$ cat src/hw/rtl/pfc_pkg.sv
// ----------------------------------------------------------------------------
// pfc_pkg: shared definitions for the pixel format converter
// Mode codes, channel rescale tables and rounding helpers.
// ----------------------------------------------------------------------------
`default_nettype none

package pfc_pkg;

   // conversion mode codes
   localparam logic [2:0] MODE_565_TO_8888  = 3'd0;
   localparam logic [2:0] MODE_4444_TO_8888 = 3'd1;
   localparam logic [2:0] MODE_5551_TO_8888 = 3'd2;
   localparam logic [2:0] MODE_888_TO_8888  = 3'd3;
   localparam logic [2:0] MODE_8888_TO_565  = 3'd4;
   localparam logic [2:0] MODE_8888_TO_4444 = 3'd5;
   localparam logic [2:0] MODE_8888_TO_5551 = 3'd6;

   localparam int unsigned PIXEL_W = 32;
   localparam int unsigned MODE_W  = 3;

   typedef logic [PIXEL_W-1:0] pixel_type;
   typedef logic [MODE_W-1:0]  mode_type;

   typedef logic [7:0] exp5_tbl_type [32];
   typedef logic [7:0] exp6_tbl_type [64];

   // rounded expansion tables, built at elaboration
   function automatic exp5_tbl_type build_exp5();
      exp5_tbl_type t;
      for (int i = 0; i < 32; i++) begin
         t[i] = 8'((i * 255 + 15) / 31);
      end
      return t;
   endfunction

   function automatic exp6_tbl_type build_exp6();
      exp6_tbl_type t;
      for (int i = 0; i < 64; i++) begin
         t[i] = 8'((i * 255 + 31) / 63);
      end
      return t;
   endfunction

   localparam exp5_tbl_type EXP5_TBL = build_exp5();
   localparam exp6_tbl_type EXP6_TBL = build_exp6();

   // floor(x / 255), exact for x below 65280
   function automatic logic [7:0] div255(input logic [15:0] x);
      logic [16:0] t;
      t = {1'b0, x} + 17'd1 + {9'b0, x[15:8]};
      return t[15:8];
   endfunction

   // round an 8-bit channel down to a range of 0..dmax
   function automatic logic [5:0] reduce8(input logic [7:0] v, input logic [5:0] dmax);
      logic [15:0] x;
      logic [7:0]  q;
      // widen both factors so the full product is kept
      x = ({8'd0, v} * {10'd0, dmax}) + 16'd127;
      q = div255(x);
      return q[5:0];
   endfunction

endpackage

`default_nettype wire

$ cat src/hw/rtl/pfc_csr.sv
// ----------------------------------------------------------------------------
// pfc_csr: configuration register file
// Holds the conversion mode, written and read over an APB-style port.
// ----------------------------------------------------------------------------
`default_nettype none

module pfc_csr (
   input  wire logic              clock,
   input  wire logic              reset,
   input  wire logic              csr_psel,
   input  wire logic              csr_penable,
   input  wire logic              csr_pwrite,
   input  wire logic [2:0]        csr_paddr,
   input  wire logic [31:0]       csr_pwdata,
   output logic      [31:0]       csr_prdata,
   output logic                   csr_pready,
   output pfc_pkg::mode_type      mode
);
   import pfc_pkg::*;

   localparam logic REG_MODE = 1'b0;

   mode_type mode_ff;
   mode_type mode_in;
   logic     wr_en;

   assign csr_pready = 1'b1;
   assign wr_en = csr_psel && csr_penable && csr_pwrite && csr_pready;

   // write the mode register on the access cycle
   always_comb begin
      mode_in = mode_ff;
      if (wr_en && (csr_paddr[2] == REG_MODE)) begin
         mode_in = csr_pwdata[MODE_W-1:0];
      end
   end

   always_ff @(posedge clock) begin
      if (reset) begin
         mode_ff <= MODE_565_TO_8888;
      end else begin
         mode_ff <= mode_in;
      end
   end

   // read back; unmapped addresses return zero
   assign csr_prdata = (csr_paddr[2] == REG_MODE) ? {{(32-MODE_W){1'b0}}, mode_ff} : 32'd0;
   assign mode = mode_ff;

endmodule

`default_nettype wire

$ cat src/hw/rtl/pfc_convert.sv
// ----------------------------------------------------------------------------
// pfc_convert: pixel conversion datapath
// Unpacks the source word, rescales each channel with rounding and repacks.
// ----------------------------------------------------------------------------
`default_nettype none

module pfc_convert (
   input  pfc_pkg::pixel_type px_in,
   input  pfc_pkg::mode_type  mode,
   output pfc_pkg::pixel_type px_out
);
   import pfc_pkg::*;

   logic [7:0] r8, g8, b8, a8;
   logic [5:0] r5, g6, b5, g5;
   logic [5:0] r4, g4, b4, a4;
   logic [3:0] s_r4, s_g4, s_b4, s_a4;

   assign r8 = px_in[7:0];
   assign g8 = px_in[15:8];
   assign b8 = px_in[23:16];
   assign a8 = px_in[31:24];

   // reduction terms for the three narrowing modes
   assign r5 = reduce8(r8, 6'd31);
   assign g6 = reduce8(g8, 6'd63);
   assign g5 = reduce8(g8, 6'd31);
   assign b5 = reduce8(b8, 6'd31);
   assign r4 = reduce8(r8, 6'd15);
   assign g4 = reduce8(g8, 6'd15);
   assign b4 = reduce8(b8, 6'd15);
   assign a4 = reduce8(a8, 6'd15);

   // 4-bit source channels expand exactly by nibble replication
   assign s_r4 = px_in[15:12];
   assign s_g4 = px_in[11:8];
   assign s_b4 = px_in[7:4];
   assign s_a4 = px_in[3:0];

   always_comb begin
      unique case (mode)
         MODE_565_TO_8888: begin
            px_out = {8'hFF, EXP5_TBL[px_in[4:0]], EXP6_TBL[px_in[10:5]],
                      EXP5_TBL[px_in[15:11]]};
         end
         MODE_4444_TO_8888: begin
            px_out = {s_a4, s_a4, s_b4, s_b4, s_g4, s_g4, s_r4, s_r4};
         end
         MODE_5551_TO_8888: begin
            px_out = {{8{px_in[0]}}, EXP5_TBL[px_in[5:1]], EXP5_TBL[px_in[10:6]],
                      EXP5_TBL[px_in[15:11]]};
         end
         MODE_888_TO_8888: begin
            px_out = {8'hFF, px_in[23:0]};
         end
         MODE_8888_TO_565: begin
            px_out = {16'd0, r5[4:0], g6[5:0], b5[4:0]};
         end
         MODE_8888_TO_4444: begin
            px_out = {16'd0, r4[3:0], g4[3:0], b4[3:0], a4[3:0]};
         end
         MODE_8888_TO_5551: begin
            // one-bit alpha rounds up from the midpoint
            px_out = {16'd0, r5[4:0], g5[4:0], b5[4:0], a8[7]};
         end
         default: begin
            px_out = '0;
         end
      endcase
   end

endmodule

`default_nettype wire

$ cat src/hw/rtl/pixel_format_converter_core.sv
// ----------------------------------------------------------------------------
// pixel_format_converter_core: streaming pixel format converter
// One pixel word in, one converted pixel word out, under a mode register.
//
//   channel   direction  width  contents
//   req_*     in         32     source pixel word
//   rsp_*     out        32     converted pixel word
//   csr_*     in/out     32     conversion mode register at byte address 0
//
// One item per cycle sustained while results are taken; an accepted item passes
// through the input register and then the result register around the datapath.
// Synchronous reset empties both registers and sets mode 0.
// A stalled result holds in the result register while the input register
// still takes one more item; ready falls only when both are full.
// ----------------------------------------------------------------------------
`default_nettype none

module pixel_format_converter_core (
   input  wire logic        clock,
   input  wire logic        reset,
   input  wire logic        req_tvalid,
   output logic             req_tready,
   input  wire logic [31:0] req_tdata,    // [31:0] pixel_in
   output logic             rsp_tvalid,
   input  wire logic        rsp_tready,
   output logic [31:0]      rsp_tdata,    // [31:0] pixel_out
   input  wire logic        csr_psel,
   input  wire logic        csr_penable,
   input  wire logic        csr_pwrite,
   input  wire logic [2:0]  csr_paddr,
   input  wire logic [31:0] csr_pwdata,
   output logic [31:0]      csr_prdata,
   output logic             csr_pready
);
   import pfc_pkg::*;

   mode_type  mode;
   pixel_type conv_px;

   logic      in_valid_ff, in_valid_in;
   pixel_type in_px_ff, in_px_in;
   logic      rsp_valid_ff, rsp_valid_in;
   pixel_type rsp_px_ff, rsp_px_in;
   logic      req_fire;
   logic      rsp_load;

   pfc_csr u_csr (
      .clock       (clock),
      .reset       (reset),
      .csr_psel    (csr_psel),
      .csr_penable (csr_penable),
      .csr_pwrite  (csr_pwrite),
      .csr_paddr   (csr_paddr),
      .csr_pwdata  (csr_pwdata),
      .csr_prdata  (csr_prdata),
      .csr_pready  (csr_pready),
      .mode        (mode)
   );

   pfc_convert u_convert (
      .px_in  (in_px_ff),
      .mode   (mode),
      .px_out (conv_px)
   );

   // advance the input item when the result register is free or draining
   assign rsp_load   = in_valid_ff && (!rsp_valid_ff || rsp_tready);
   assign req_tready = !in_valid_ff || rsp_load;
   assign req_fire   = req_tvalid && req_tready;

   always_comb begin
      in_valid_in = in_valid_ff;
      in_px_in    = in_px_ff;
      if (req_fire) begin
         in_valid_in = 1'b1;
         in_px_in    = req_tdata;
      end else if (rsp_load) begin
         in_valid_in = 1'b0;
      end
   end

   // hold the result until taken
   always_comb begin
      rsp_valid_in = rsp_valid_ff;
      rsp_px_in    = rsp_px_ff;
      if (rsp_load) begin
         rsp_valid_in = 1'b1;
         rsp_px_in    = conv_px;
      end else if (rsp_tready) begin
         rsp_valid_in = 1'b0;
      end
   end

   always_ff @(posedge clock) begin
      if (reset) begin
         in_valid_ff  <= 1'b0;
         rsp_valid_ff <= 1'b0;
      end else begin
         in_valid_ff  <= in_valid_in;
         rsp_valid_ff <= rsp_valid_in;
      end
   end

   always_ff @(posedge clock) begin
      in_px_ff  <= in_px_in;
      rsp_px_ff <= rsp_px_in;
   end

   assign rsp_tvalid = rsp_valid_ff;
   assign rsp_tdata  = rsp_px_ff;

   // an accepted item lands in the input register
   a_accept_lands: assert property (@(posedge clock) disable iff (reset)
      req_fire |=> in_valid_ff)
      else $error("accepted item missing from input register");

   // an input item moves into an empty result register
   a_advance: assert property (@(posedge clock) disable iff (reset)
      (in_valid_ff && !rsp_valid_ff) |=> rsp_valid_ff)
      else $error("input item did not advance to result register");

   // a stalled output keeps the waiting input item
   a_no_loss: assert property (@(posedge clock) disable iff (reset)
      (in_valid_ff && rsp_valid_ff && !rsp_tready) |=> in_valid_ff)
      else $error("input item dropped while output stalled");

   // reset leaves the pipe empty
   a_reset_empty: assert property (@(posedge clock)
      $past(reset) |-> (!in_valid_ff && !rsp_valid_ff))
      else $error("pipeline not empty after reset");

endmodule

`default_nettype wire

$ cat config.mk
export PLATFORM = sky130hd
export DESIGN_NAME = pixel_format_converter_core
export DESIGN_NICKNAME = d
export VERILOG_FILES = /design/src/hw/rtl/pfc_pkg.sv /design/src/hw/rtl/pfc_csr.sv /design/src/hw/rtl/pfc_convert.sv /design/src/hw/rtl/pixel_format_converter_core.sv
export SDC_FILE = /design/constraint.sdc
export NUM_CORES = 1
export LEC_CHECK = 0
export BUFFER_PORTS_ARGS = -buffer_cell sky130_fd_sc_hd__buf_2
export CAP_MARGIN = 5
export CORE_UTILIZATION = 65
export CTS_CLUSTER_DIAMETER = 80
export DETAILED_ROUTE_END_ITERATION = 16
export MAX_ROUTING_LAYER = met4
export PLACE_DENSITY = 0.87
export SYNTH_ARGS = -nofsm -noshare
export SYNTH_HDL_FRONTEND = slang
export SYNTH_SLANG_ARGS = --single-unit
$ cat constraint.sdc
create_clock -name clock -period 11.6 [get_ports clock]
set_input_delay 2.32 -clock clock [delete_from_list [all_inputs] [get_ports clock]]
set_output_delay 2.32 -clock clock [all_outputs]
set_load 0.05 [all_outputs]
==> reports/results.ini, run 1 <==
[run_status]
status=finished clean

[layout]
antennaDiodeCount=0
layout-drive-gt1-share=0.0941
final_area_um2=13200
fin_nets=1835
syn_to_final_growth_pct=5.90

[min_path]
hold_path_class=reg2reg
worstHoldEndpoint=rsp_tvalid
whs_path_depth=2
hold_start=in_valid_ff

[setup_path]
rr_startpoint=in_px_ff[11]
path_class=reg2reg
end_kind=flop
r2r_cells=22
r2r_setup_slack_ns=4.49
setup.worst_path.start_class=flop
cp.buffers_inverters=4
crit_chain=inv_1 -> fa_1 -> inv_1 -> ha_1 -> inv_1 -> fa_1 -> inv_1 -> fa_1 -> ha_1 -> o21ai_0 -> o21bai_2 -> a2111oi_4 -> nor2_1 -> xor2_1 -> ha_1 -> a21o_1 -> a31oi_1 -> maj3_2 -> maj3_2 -> o32a_1 -> xnor2_1 -> o221ai_1
cp.depth=22
path_common_cell=inv_1
cp_max_fo=8
cp_slowest_cell=edfxtp_1
crit_family=adder cells
cp.arrival_ns=7.20
r2r-end=rsp_tdata[5]
required_ns=11.69
cpPeakStageDelay_ns=0.63

[synth]
netlist_instances=1398
synth_ff_type=edfxtp_1
synth_cell_types=88
yosysSeqAreaShare=0.152
syn_area_per_cell_um2=8.95
synth-seq-cells=65
synth_edf_count=60
ys_async_sr_fraction=0
syn_area_um2=12500
ys_warn_count=0

[clock_tree]
cts_root_buffer=clkbuf_16
hold_buffers=0
clk_latency_ns=0.36
postCtsSetupRepairBufs=0
cts_inserted_buffers=9
cts.sinks=65
clk_pin_slew_ns=0.06
cts_max_path_buffers=2
cts.htree.levels=3
cts_tree=built
cts_resized=0

[sta]
relSlewSlack=0.311
setup_viol=0
fin_tns_setup_ns=0
finClkSkew_ns=0.0102
drv_slew=0
max_freq_mhz=141
hold_viol_final=0
period_minus_slack_ns=7.11
rsz0062_at_grt=false
worst_pin_slew_ns=1.01
fin_crit_sh=0.613

[die]
top_level_ports=141
coreArea_um2=18800
fp.dieArea_um2=19800
initial_core_util=0.666
rows=50
die_w_um=141
die_y_um=141

[routing]
wl_per_cell_um=18.3
via_count=10600
postRouteAntennaNets=0
routed_wl_um=31200
drc_errors=0
first_pass_iters=6
drtIter0Drc=842
viasPerCell=6.22

[global_routing]
grt_pass1_wl_um=50200
grt_max_degree=39
grt_use_total=0.334
grt.overflow.total=0
antenna_found_initial=0
grt_pass1_vias=10300

[job]
drv_cap=0

[placement]
gp_congestion=0.976
dpl_cell_area_um2=13000
hpwl_um=25000
portBuffers=79

[power]
p_leak_nw=6.50
powerDensity_nw_per_um2=231
ir_worst_vdd_uv=155

==> worst min-delay path: stages (launching register included) <==
cell	delay, ns
dfxtp_1	0.33
nor2_1	0.10
nor2_1	0.05
==> metrics by stage <==
| step | setup WS [ns] | hold slack (ns) | instances | power (mW) | util |
|---|---|---|---|---|---|
| 6_report | 4.49 | 0.526 | 1700 | 3.06 | 0.706 |
| 5_1_grt | 4.06 | 0.538 | 1700 | 3.34 | 0.706 |
| 4_1_cts | 4.59 | 0.523 | 1700 | 3.02 | 0.706 |
| 3_5_place_dp | 4.62 | 0.510 | 1685 | 2.73 | 0.692 |
| 3_3_place_gp | 4.69 | 0.502 | 1685 | 2.63 | 0.692 |
| 2_1_floorplan | 5.31 | 0.478 | 1426 | 2.23 | - |
==> cell usage in the layout, fill, tap and decap left out, types with 9 or more instances in the layout <==
cell       synthesis  final
a211oi_1          15     15
a21boi_0           9      9
a21o_1            45     45
a21oi_1           88     88
a31oi_1           13     13
buf_2              1     79
clkbuf_16          0      9
conb_1             2     30
edfxtp_1          60     60
fa_1             100    100
ha_1             199    199
inv_1            244    244
mux2i_1           16     16
nand2_1           64     64
nand3_1           29     29
nand4_1           10     10
nor2_1            72     72
nor2b_1           15     14
nor3_1            19     19
o211ai_1          11     11
o21a_1            11     11
o21ai_0           50     50
o21bai_1          17     17
xnor2_1           58     58
xor2_1            29     29
==> state kept, by name (all words and copies together), names as in the netlist <==
| signal | cells |
|---|---|
| in_px_ff | 32 |
| in_valid_ff | 1 |
| u_csr.mode | 3 |
| rsp_tdata | 28 |
| rsp_tvalid | 1 |
==> per-layer routing <==
metal,track usage,part of all wire,vias up
li1,-,-,4922
met2,0.551,0.48,483
met5,-,0,-
met4,0.171,0.046,0
met1,0.399,0.40,5066
met3,0.0479,0.074,107
==> kinds of logic (layout without fill, tap and decap cells) <==
family / count (synthesis) / count (layout) / synth area share
AOI/OAI and AO/OA: 352 / 352 / 0.195
xor gates and xnor gates: 88 / 88 / 0.0627
adders and majority gates: 301 / 301 / 0.361
buffers and inverters: 305 / 345 / 0.102
DFF: 65 / 65 / 0.152
muxes: 25 / 25 / 0.0245
other: 2 / 30 / 0.000600
and+or+nand+nor: 260 / 260 / 0.102
==> layout make-up <==
class / count / area [um2]
tap: 234 / 293
multi-input combinational: 1056 / 9430
inverter: 246 / 923
clock buffer: 9 / 225
clock inverter: 6 / 36.3
fill: 1408 / 5520
sequential: 65 / 1900
timing repair buffer: 84 / 433
==> where the power goes <==
part           total (mW)  internal (mW)  switching, mW  leakage [nW]
Clock               0.259          0.142          0.116         0.131
Sequential          0.294          0.273         0.0207         0.607
Combinational        2.51           1.00           1.51          5.77
Total                3.06           1.42           1.64          6.50
==> worst max path at each step <==
| stage | from | end |
|---|---|---|
| finish | in_px_ff[11] | rsp_tdata[5] |
| global route | in_px_ff[11] | rsp_tdata[5] |
| CTS | in_px_ff[11] | rsp_tdata[5] |
| detailed placement | in_px_ff[11] | rsp_tdata[5] |
| global placement | in_px_ff[11] | rsp_tdata[5] |
| floorplan | in_px_ff[9] | rsp_tdata[7] |
==> cells in the mapped netlist (6+ instances only) <==
master | number | area share
a31oi_1 | 13 | 0.0065
a211oi_1 | 15 | 0.0090
nand4_1 | 10 | 0.0050
nand2b_1 | 8 | 0.0040
nor3_1 | 19 | 0.0076
clkbuf_1 | 19 | 0.0057
xor2_1 | 29 | 0.020
edfxtp_1 | 60 | 0.14
a221oi_1 | 6 | 0.0042
a2111o_1 | 6 | 0.0054
xnor2_1 | 58 | 0.041
a31o_2 | 7 | 0.0049
o21bai_1 | 17 | 0.010
nand3_1 | 29 | 0.012
fa_1 | 100 | 0.16
nand2_1 | 64 | 0.019
mux2i_1 | 16 | 0.013
a21boi_0 | 9 | 0.0054
o211ai_1 | 11 | 0.0066
o21a_1 | 11 | 0.0066
a21oi_1 | 88 | 0.035
inv_1 | 244 | 0.073
o21ai_0 | 50 | 0.020
ha_1 | 199 | 0.20
o21ai_1 | 7 | 0.0028
a2111oi_0 | 7 | 0.0049
and3_1 | 8 | 0.0040
buf_4 | 34 | 0.020
a21o_1 | 45 | 0.027
nor2_1 | 72 | 0.022
nor2b_1 | 15 | 0.0075
Note: power is estimated with default switching activity, not from simulation.
==> run 2, diff against run 1 <==
--- a/config.mk
+++ b/config.mk
@@ -5,13 +5,14 @@
 export SDC_FILE = /design/constraint.sdc
 export NUM_CORES = 1
 export LEC_CHECK = 0
+export ABC_AREA = 1
 export BUFFER_PORTS_ARGS = -buffer_cell sky130_fd_sc_hd__buf_2
 export CAP_MARGIN = 5
-export CORE_UTILIZATION = 65
+export CORE_UTILIZATION = 62
 export CTS_CLUSTER_DIAMETER = 80
 export DETAILED_ROUTE_END_ITERATION = 16
 export MAX_ROUTING_LAYER = met4
-export PLACE_DENSITY = 0.87
+export PLACE_DENSITY = 0.83
 export SYNTH_ARGS = -nofsm -noshare
 export SYNTH_HDL_FRONTEND = slang
 export SYNTH_SLANG_ARGS = --single-unit
==> constraint.sdc (replaced) <==
create_clock -name clock -period 6.7 [get_ports clock]
set_input_delay 1.34 -clock clock [delete_from_list [all_inputs] [get_ports clock]]
set_output_delay 1.34 -clock clock [all_outputs]
set_load 0.05 [all_outputs]
==> reports/results.ini, run 2 <==
[run_status]
status=finished clean

[sta]
fin_crit_sh=0.897  ; +0.284
fin_tns_setup_ns=0  ; unchanged
fin_ws_ns=0.690  ; -3.80 ns
relSlewSlack=0.287  ; -0.0240
rsz0062_at_grt=false
drv_slew=0  ; unchanged
max_freq_mhz=166  ; +18%
setup_viol=0  ; unchanged
period_minus_slack_ns=6.01  ; -1.10 ns
worst_pin_slew_ns=1.07  ; +0.0596 ns
hold_viol_final=0  ; unchanged
finClkSkew_ns=0.0159  ; +0.00571 ns

[die]
top_level_ports=141  ; unchanged
fp.dieArea_um2=22200  ; +12%
initial_core_util=0.636  ; -0.0308
die_w_um=149  ; +5.9%
coreArea_um2=21100  ; +12%
rows=53  ; +6.0%
die_y_um=149  ; +5.9%

[synth]
synth_top_family_by_area=adder cells
synth-simple-area-share=0.242  ; +0.140
synth_cell_types=53  ; -40%
synth_compound_area_frac=0.0983  ; -0.0966
netlist_instances=1873  ; +34%
synth_xor_area_frac=0.0392  ; -0.0235
synth.area.top_cells=ha_1, fa_1, edfxtp_1
synth_edf_count=60  ; unchanged
synth_top_cell_by_area=ha_1
yosysMostFrequentCell=inv_1
syn_area_per_cell_um2=7.16  ; -20%
yosysSeqAreaShare=0.142  ; -0.0102
synth-seq-cells=65  ; unchanged
yosysTopAreaCellShare=0.186  ; -0.0133
syn_area_um2=13400  ; +7.2%
ys_warn_count=0  ; unchanged
ys_async_sr_fraction=0  ; unchanged
synth_mux_area_frac=0  ; -0.0245
synthAdderAreaFrac=0.335  ; -0.0258
synthTopCellsByCount=inv_1, nand2_1, ha_1
synth_ff_type=edfxtp_1

[setup_path]
path_class=reg2reg
cp_max_fo=12  ; +4
setup.worst_path.start_class=flop
required_ns=6.78  ; -4.91 ns
cp_slowest_cell=edfxtp_1
cpPeakStageDelay_ns=0.62  ; about the same
crit_chain=clkinv_1 -> ha_1 -> inv_1 -> fa_1 -> inv_1 -> fa_1 -> inv_1 -> ha_1 -> inv_1 -> o21ai_0 -> a21oi_1 -> nand2_1 -> nand2_1 -> nand2_1 -> nand2_1 -> nand2_1 -> xor2_1 -> ha_1 -> a21oi_1 -> o21ai_0 -> o211ai_1 -> inv_1 -> o21ai_0 -> nand3_1
cp.arrival_ns=6.08  ; -1.12 ns
end_kind=flop

[clock_tree]
clk_pin_slew_ns=0.07  ; about the same
cts_inserted_buffers=9  ; unchanged
postCtsSetupRepairBufs=0  ; unchanged
cts_max_path_buffers=2  ; unchanged
cts_resized=0  ; unchanged
cts.htree.levels=3  ; unchanged
clk_latency_ns=0.36  ; about the same
cts.sinks=65  ; unchanged
cts_root_buffer=clkbuf_16
hold_buffers=0  ; unchanged
cts_tree=built

[global_routing]
grt_pass1_wl_um=57600  ; +15%
grt_max_degree=33  ; -15%
antenna_found_initial=0  ; unchanged
grt_use_total=0.340  ; +0.00585
grt_pass1_vias=12000  ; +16%
grt.overflow.total=0  ; unchanged

[power]
ir_worst_vdd_uv=233  ; +50%
switchingPower_mw=3.51  ; +110%
p_clk_frac=0.081  ; -0.003
power_mw=6.00  ; +96%
p_int_mw=2.48  ; +75%
p_seq_frac=0.085  ; -0.011
powerDensity_nw_per_um2=421  ; +82%
comb_power_share=0.833  ; +0.013
p_sw_frac=0.586  ; +0.0496
p_leak_nw=7.82  ; +20%

[routing]
drc_errors=0  ; unchanged
viasPerCell=5.58  ; -10%
postRouteAntennaNets=0  ; unchanged
via_count=12400  ; +18%
first_pass_iters=6  ; unchanged
routed_wl_um=35500  ; +14%
wl_per_cell_um=15.9  ; -13%
drtIter0Drc=965  ; +15%

[placement]
pre_cts_ws_ns=0.895  ; -3.73 ns
gp_congestion=0.967  ; -0.96%
hpwl_um=29600  ; +18%
dpl_cell_area_um2=14000  ; +7.6%
portBuffers=79  ; unchanged

[layout]
regMostFlops=in_px_ff
layout-drive-gt1-share=0.0655  ; -0.0286
syn_to_final_growth_pct=6.39
finalCoreUtilization=0.676  ; -0.0296
antennaDiodeCount=0  ; unchanged
largest_reg_flops=32  ; unchanged
final_cell_mix=inv_1, nand2_1, ha_1
fin_nets=2322  ; +27%
final_area_um2=14300  ; +7.7%
layout.cells.most_common=inv_1

[job]
drv_cap=0  ; unchanged

[min_path]
hold_path_class=reg2reg

[run 2: per-layer routing]
| metal | GRT usage | routed length [um] |
|---|---|---|
| met5 | - | 0 |
| met4 | 0.115 | 992 |
| met1 | 0.448 | 15600 |
| met3 | 0.0425 | 2740 |
| met2 | 0.539 | 16200 |
[run 2: worst paths after layout]
path                                   from  slack, ns       endpoint  depth (start not counted)
worst max-delay path            in_px_ff[3]       0.69  rsp_tdata[13]                         24
worst min-delay path             rsp_tvalid       0.54     rsp_tvalid                          2
worst max register to register  in_px_ff[3]       0.69  rsp_tdata[13]                         24
worst min register to register   rsp_tvalid       0.54     rsp_tvalid                          2
[run 2: logic make-up (layout without fill, tap and decap cells)]
family / Yosys count / count (layout)
simple gates: 750 / 750
other cells: 2 / 30
fa+ha+maj: 299 / 299
xor+xnor: 57 / 57
compound gates: 229 / 229
buf+inv: 471 / 524
flops: 65 / 65
[run 2: metrics by stage]
stage	hold slack [ns]	std cells
after detailed placement	0.524	2213
after CTS	0.533	2229
after global routing	0.559	2229
after floorplan	0.445	1901
final	0.538	2229
after global placement	0.512	2213
[run 2: worst max-delay path, delay by kind of cell (launching register included)]
family,cells,cell delay [ns]
xor gates and xnor gates,1,0.34
DFF,1,0.62
AOI/OAI and AO/OA,6,1.21
and+or+nand+nor,6,0.47
adders and majority gates,5,2.17
buffers and inverters,6,0.91
[run 2: layout make-up]
type,instances,area (um2)
multi-input cells,1365,9700
fillers,1852,6830
flip-flops and latches,65,1900
inverters,425,1600
repair buffers,83,425
well taps,275,344
clock buffers,10,229
clock inverters,6,58.8
[run 2: power groups by stage]
stage / logic (mW) / clock network, mW / registers (mW)
6_report: 5.00 / 0.487 / 0.512
5_1_grt: 5.65 / 0.508 / 0.515
2_1_floorplan: 3.84 / 0 / 0.547
3_3_place_gp: 4.73 / 0 / 0.519
3_5_place_dp: 4.87 / 0 / 0.520
4_1_cts: 4.90 / 0.493 / 0.511
==> run 3, diff against run 2 <==
--- a/config.mk
+++ b/config.mk
@@ -8,11 +8,11 @@
 export ABC_AREA = 1
 export BUFFER_PORTS_ARGS = -buffer_cell sky130_fd_sc_hd__buf_2
 export CAP_MARGIN = 5
-export CORE_UTILIZATION = 62
+export CORE_UTILIZATION = 55
 export CTS_CLUSTER_DIAMETER = 80
 export DETAILED_ROUTE_END_ITERATION = 16
 export MAX_ROUTING_LAYER = met4
-export PLACE_DENSITY = 0.83
+export PLACE_DENSITY = 0.75
 export SYNTH_ARGS = -nofsm -noshare
 export SYNTH_HDL_FRONTEND = slang
 export SYNTH_SLANG_ARGS = --single-unit
==> reports/results.ini, run 3 (synthesized netlist as in run 2, its figures left out) <==
[clock_tree]
cts_tree=built
postCtsSetupRepairBufs=0  ; unchanged
clk_pin_slew_ns=0.07  ; about the same
cts_root_buffer=clkbuf_16
cts.sinks=65  ; unchanged
cts_max_path_buffers=2  ; unchanged
cts.htree.levels=3  ; unchanged
hold_buffers=0  ; unchanged
cts_resized=0  ; unchanged
clk_latency_ns=0.35  ; about the same
cts_inserted_buffers=9  ; unchanged

[power]
power_mw=5.90  ; -1.5%
powerDensity_nw_per_um2=412  ; -2.0%
p_leak_nw=7.85  ; +0.29%
ir_worst_vdd_uv=205  ; -12%

[run_status]
status=finished clean

[setup_path]
cp_max_fo=11  ; -1
setup.worst_path.start_class=flop
r2r_cells=26  ; +8.3%
crit_family=adder cells
r2r-end=rsp_tdata[8]
path_common_cell=nand2_1
cp_slowest_cell=edfxtp_1
cp.arrival_ns=6.01  ; -0.07 ns
required_ns=6.80  ; +0.02 ns
crit_start=in_px_ff[9]
cpPeakStageDelay_ns=0.61  ; about the same
end_kind=flop
rr_startpoint=in_px_ff[9]
path_class=reg2reg
cp.buffers_inverters=4  ; -2
r2r_setup_slack_ns=0.79  ; +0.10 ns

[layout]
layout.cells.most_common=inv_1
final_cells=2277  ; +2.2%
layout-drive-gt1-share=0.0684  ; +0.00293
fin_nets=2326  ; +0.17%
antennaDiodeCount=0  ; unchanged
syn_to_final_growth_pct=6.90
largest_reg_flops=32  ; unchanged
final_area_um2=14300  ; +0.48%
finalCoreUtilization=0.605  ; -0.0712
final_cell_mix=inv_1, nand2_1, ha_1
regMostFlops=in_px_ff

[routing]
wl_per_cell_um=15.2  ; -4.6%
via_count=12300  ; -1.2%
first_pass_iters=5  ; -1
postRouteAntennaNets=0  ; unchanged
routed_wl_um=34600  ; -2.6%
viasPerCell=5.40  ; -3.3%
drtIter0Drc=892  ; -7.6%
drc_errors=0  ; unchanged

[die]
die_y_um=158  ; +6.1%
initial_core_util=0.566  ; -0.0696
coreArea_um2=23700  ; +12%
top_level_ports=141  ; unchanged
rows=56  ; +5.7%
die_w_um=158  ; +6.1%
fp.dieArea_um2=25000  ; +13%

[sta]
fin_crit_sh=0.883  ; -0.0142
setup_viol=0  ; unchanged
period_minus_slack_ns=5.91  ; -0.0954 ns
worst_hold_slack_ns=0.527  ; -0.0112 ns
fin_ws_ns=0.786  ; +0.0954 ns
drv_slew=0  ; unchanged
finClkSkew_ns=0.0134  ; -0.00250 ns
relSlewSlack=0.310  ; +0.0230
max_freq_mhz=169  ; +1.6%
worst_pin_slew_ns=1.03  ; -0.0345 ns
fin_tns_setup_ns=0  ; unchanged
hold_viol_final=0  ; unchanged
rsz0062_at_grt=false

[global_routing]
grt.overflow.total=0  ; unchanged
grt_max_degree=33  ; unchanged
grt_pass1_wl_um=56200  ; -2.3%
grt_use_total=0.296  ; -0.0440
grt_pass1_vias=11600  ; -2.9%
antenna_found_initial=0  ; unchanged

[min_path]
hold_start=in_valid_ff
worstHoldEndpoint=rsp_tvalid
hold_path_class=reg2reg
whs_path_depth=2  ; unchanged

[placement]
hpwl_um=29200  ; -1.4%
dpl_cell_area_um2=14100  ; +0.61%
pre_cts_ws_ns=0.926  ; +0.0311 ns
portBuffers=79  ; unchanged
gp_congestion=0.968  ; +0.17%
dp_cells=2261  ; +2.2%

[job]
drv_cap=0  ; unchanged

[run 3: layout make-up]
cell class              instances  area [um2]
clock buffers                   9         225
clock inverters                 7        46.3
fillers                      2202        9360
inverters                     425        1600
multi-input cells            1365        9700
flip-flops and latches         65        1900
well taps                     319         399
repair buffers                 87         455
[run 3: worst max path at each step]
stage	end	depth (start not counted)
finish	rsp_tdata[8]	26
global route	rsp_tdata[8]	26
CTS	rsp_tdata[8]	26
detailed placement	rsp_tdata[8]	26
global placement	rsp_tdata[8]	24
floorplan	rsp_tdata[8]	26
[run 3: per-layer routing]
metal / up-vias / track usage / wire length (um) / share of wire
li1: 6110 / - / - / -
met1: 5698 / 0.397 / 15800 / 0.46
met2: 421 / 0.471 / 15900 / 0.46
met3: 60 / 0.0309 / 2060 / 0.060
met4: 0 / 0.0847 / 782 / 0.023
met5: - / - / 0 / 0
[run 3: report_power, final]
part           total, mW  internal [mW]  switching (mW)  leakage, nW
Sequential         0.505          0.477          0.0283        0.612
Combinational       4.94           1.71            3.23         7.10
Clock              0.454          0.250           0.203        0.139
Total               5.90           2.44            3.46         7.85
[run 3: tightest hold or removal path, delay by kind of cell (launching register included)]
kind	cells	cell delay, ns
flops	1	0.30
compound gates	1	0.07
buf+inv	1	0.10
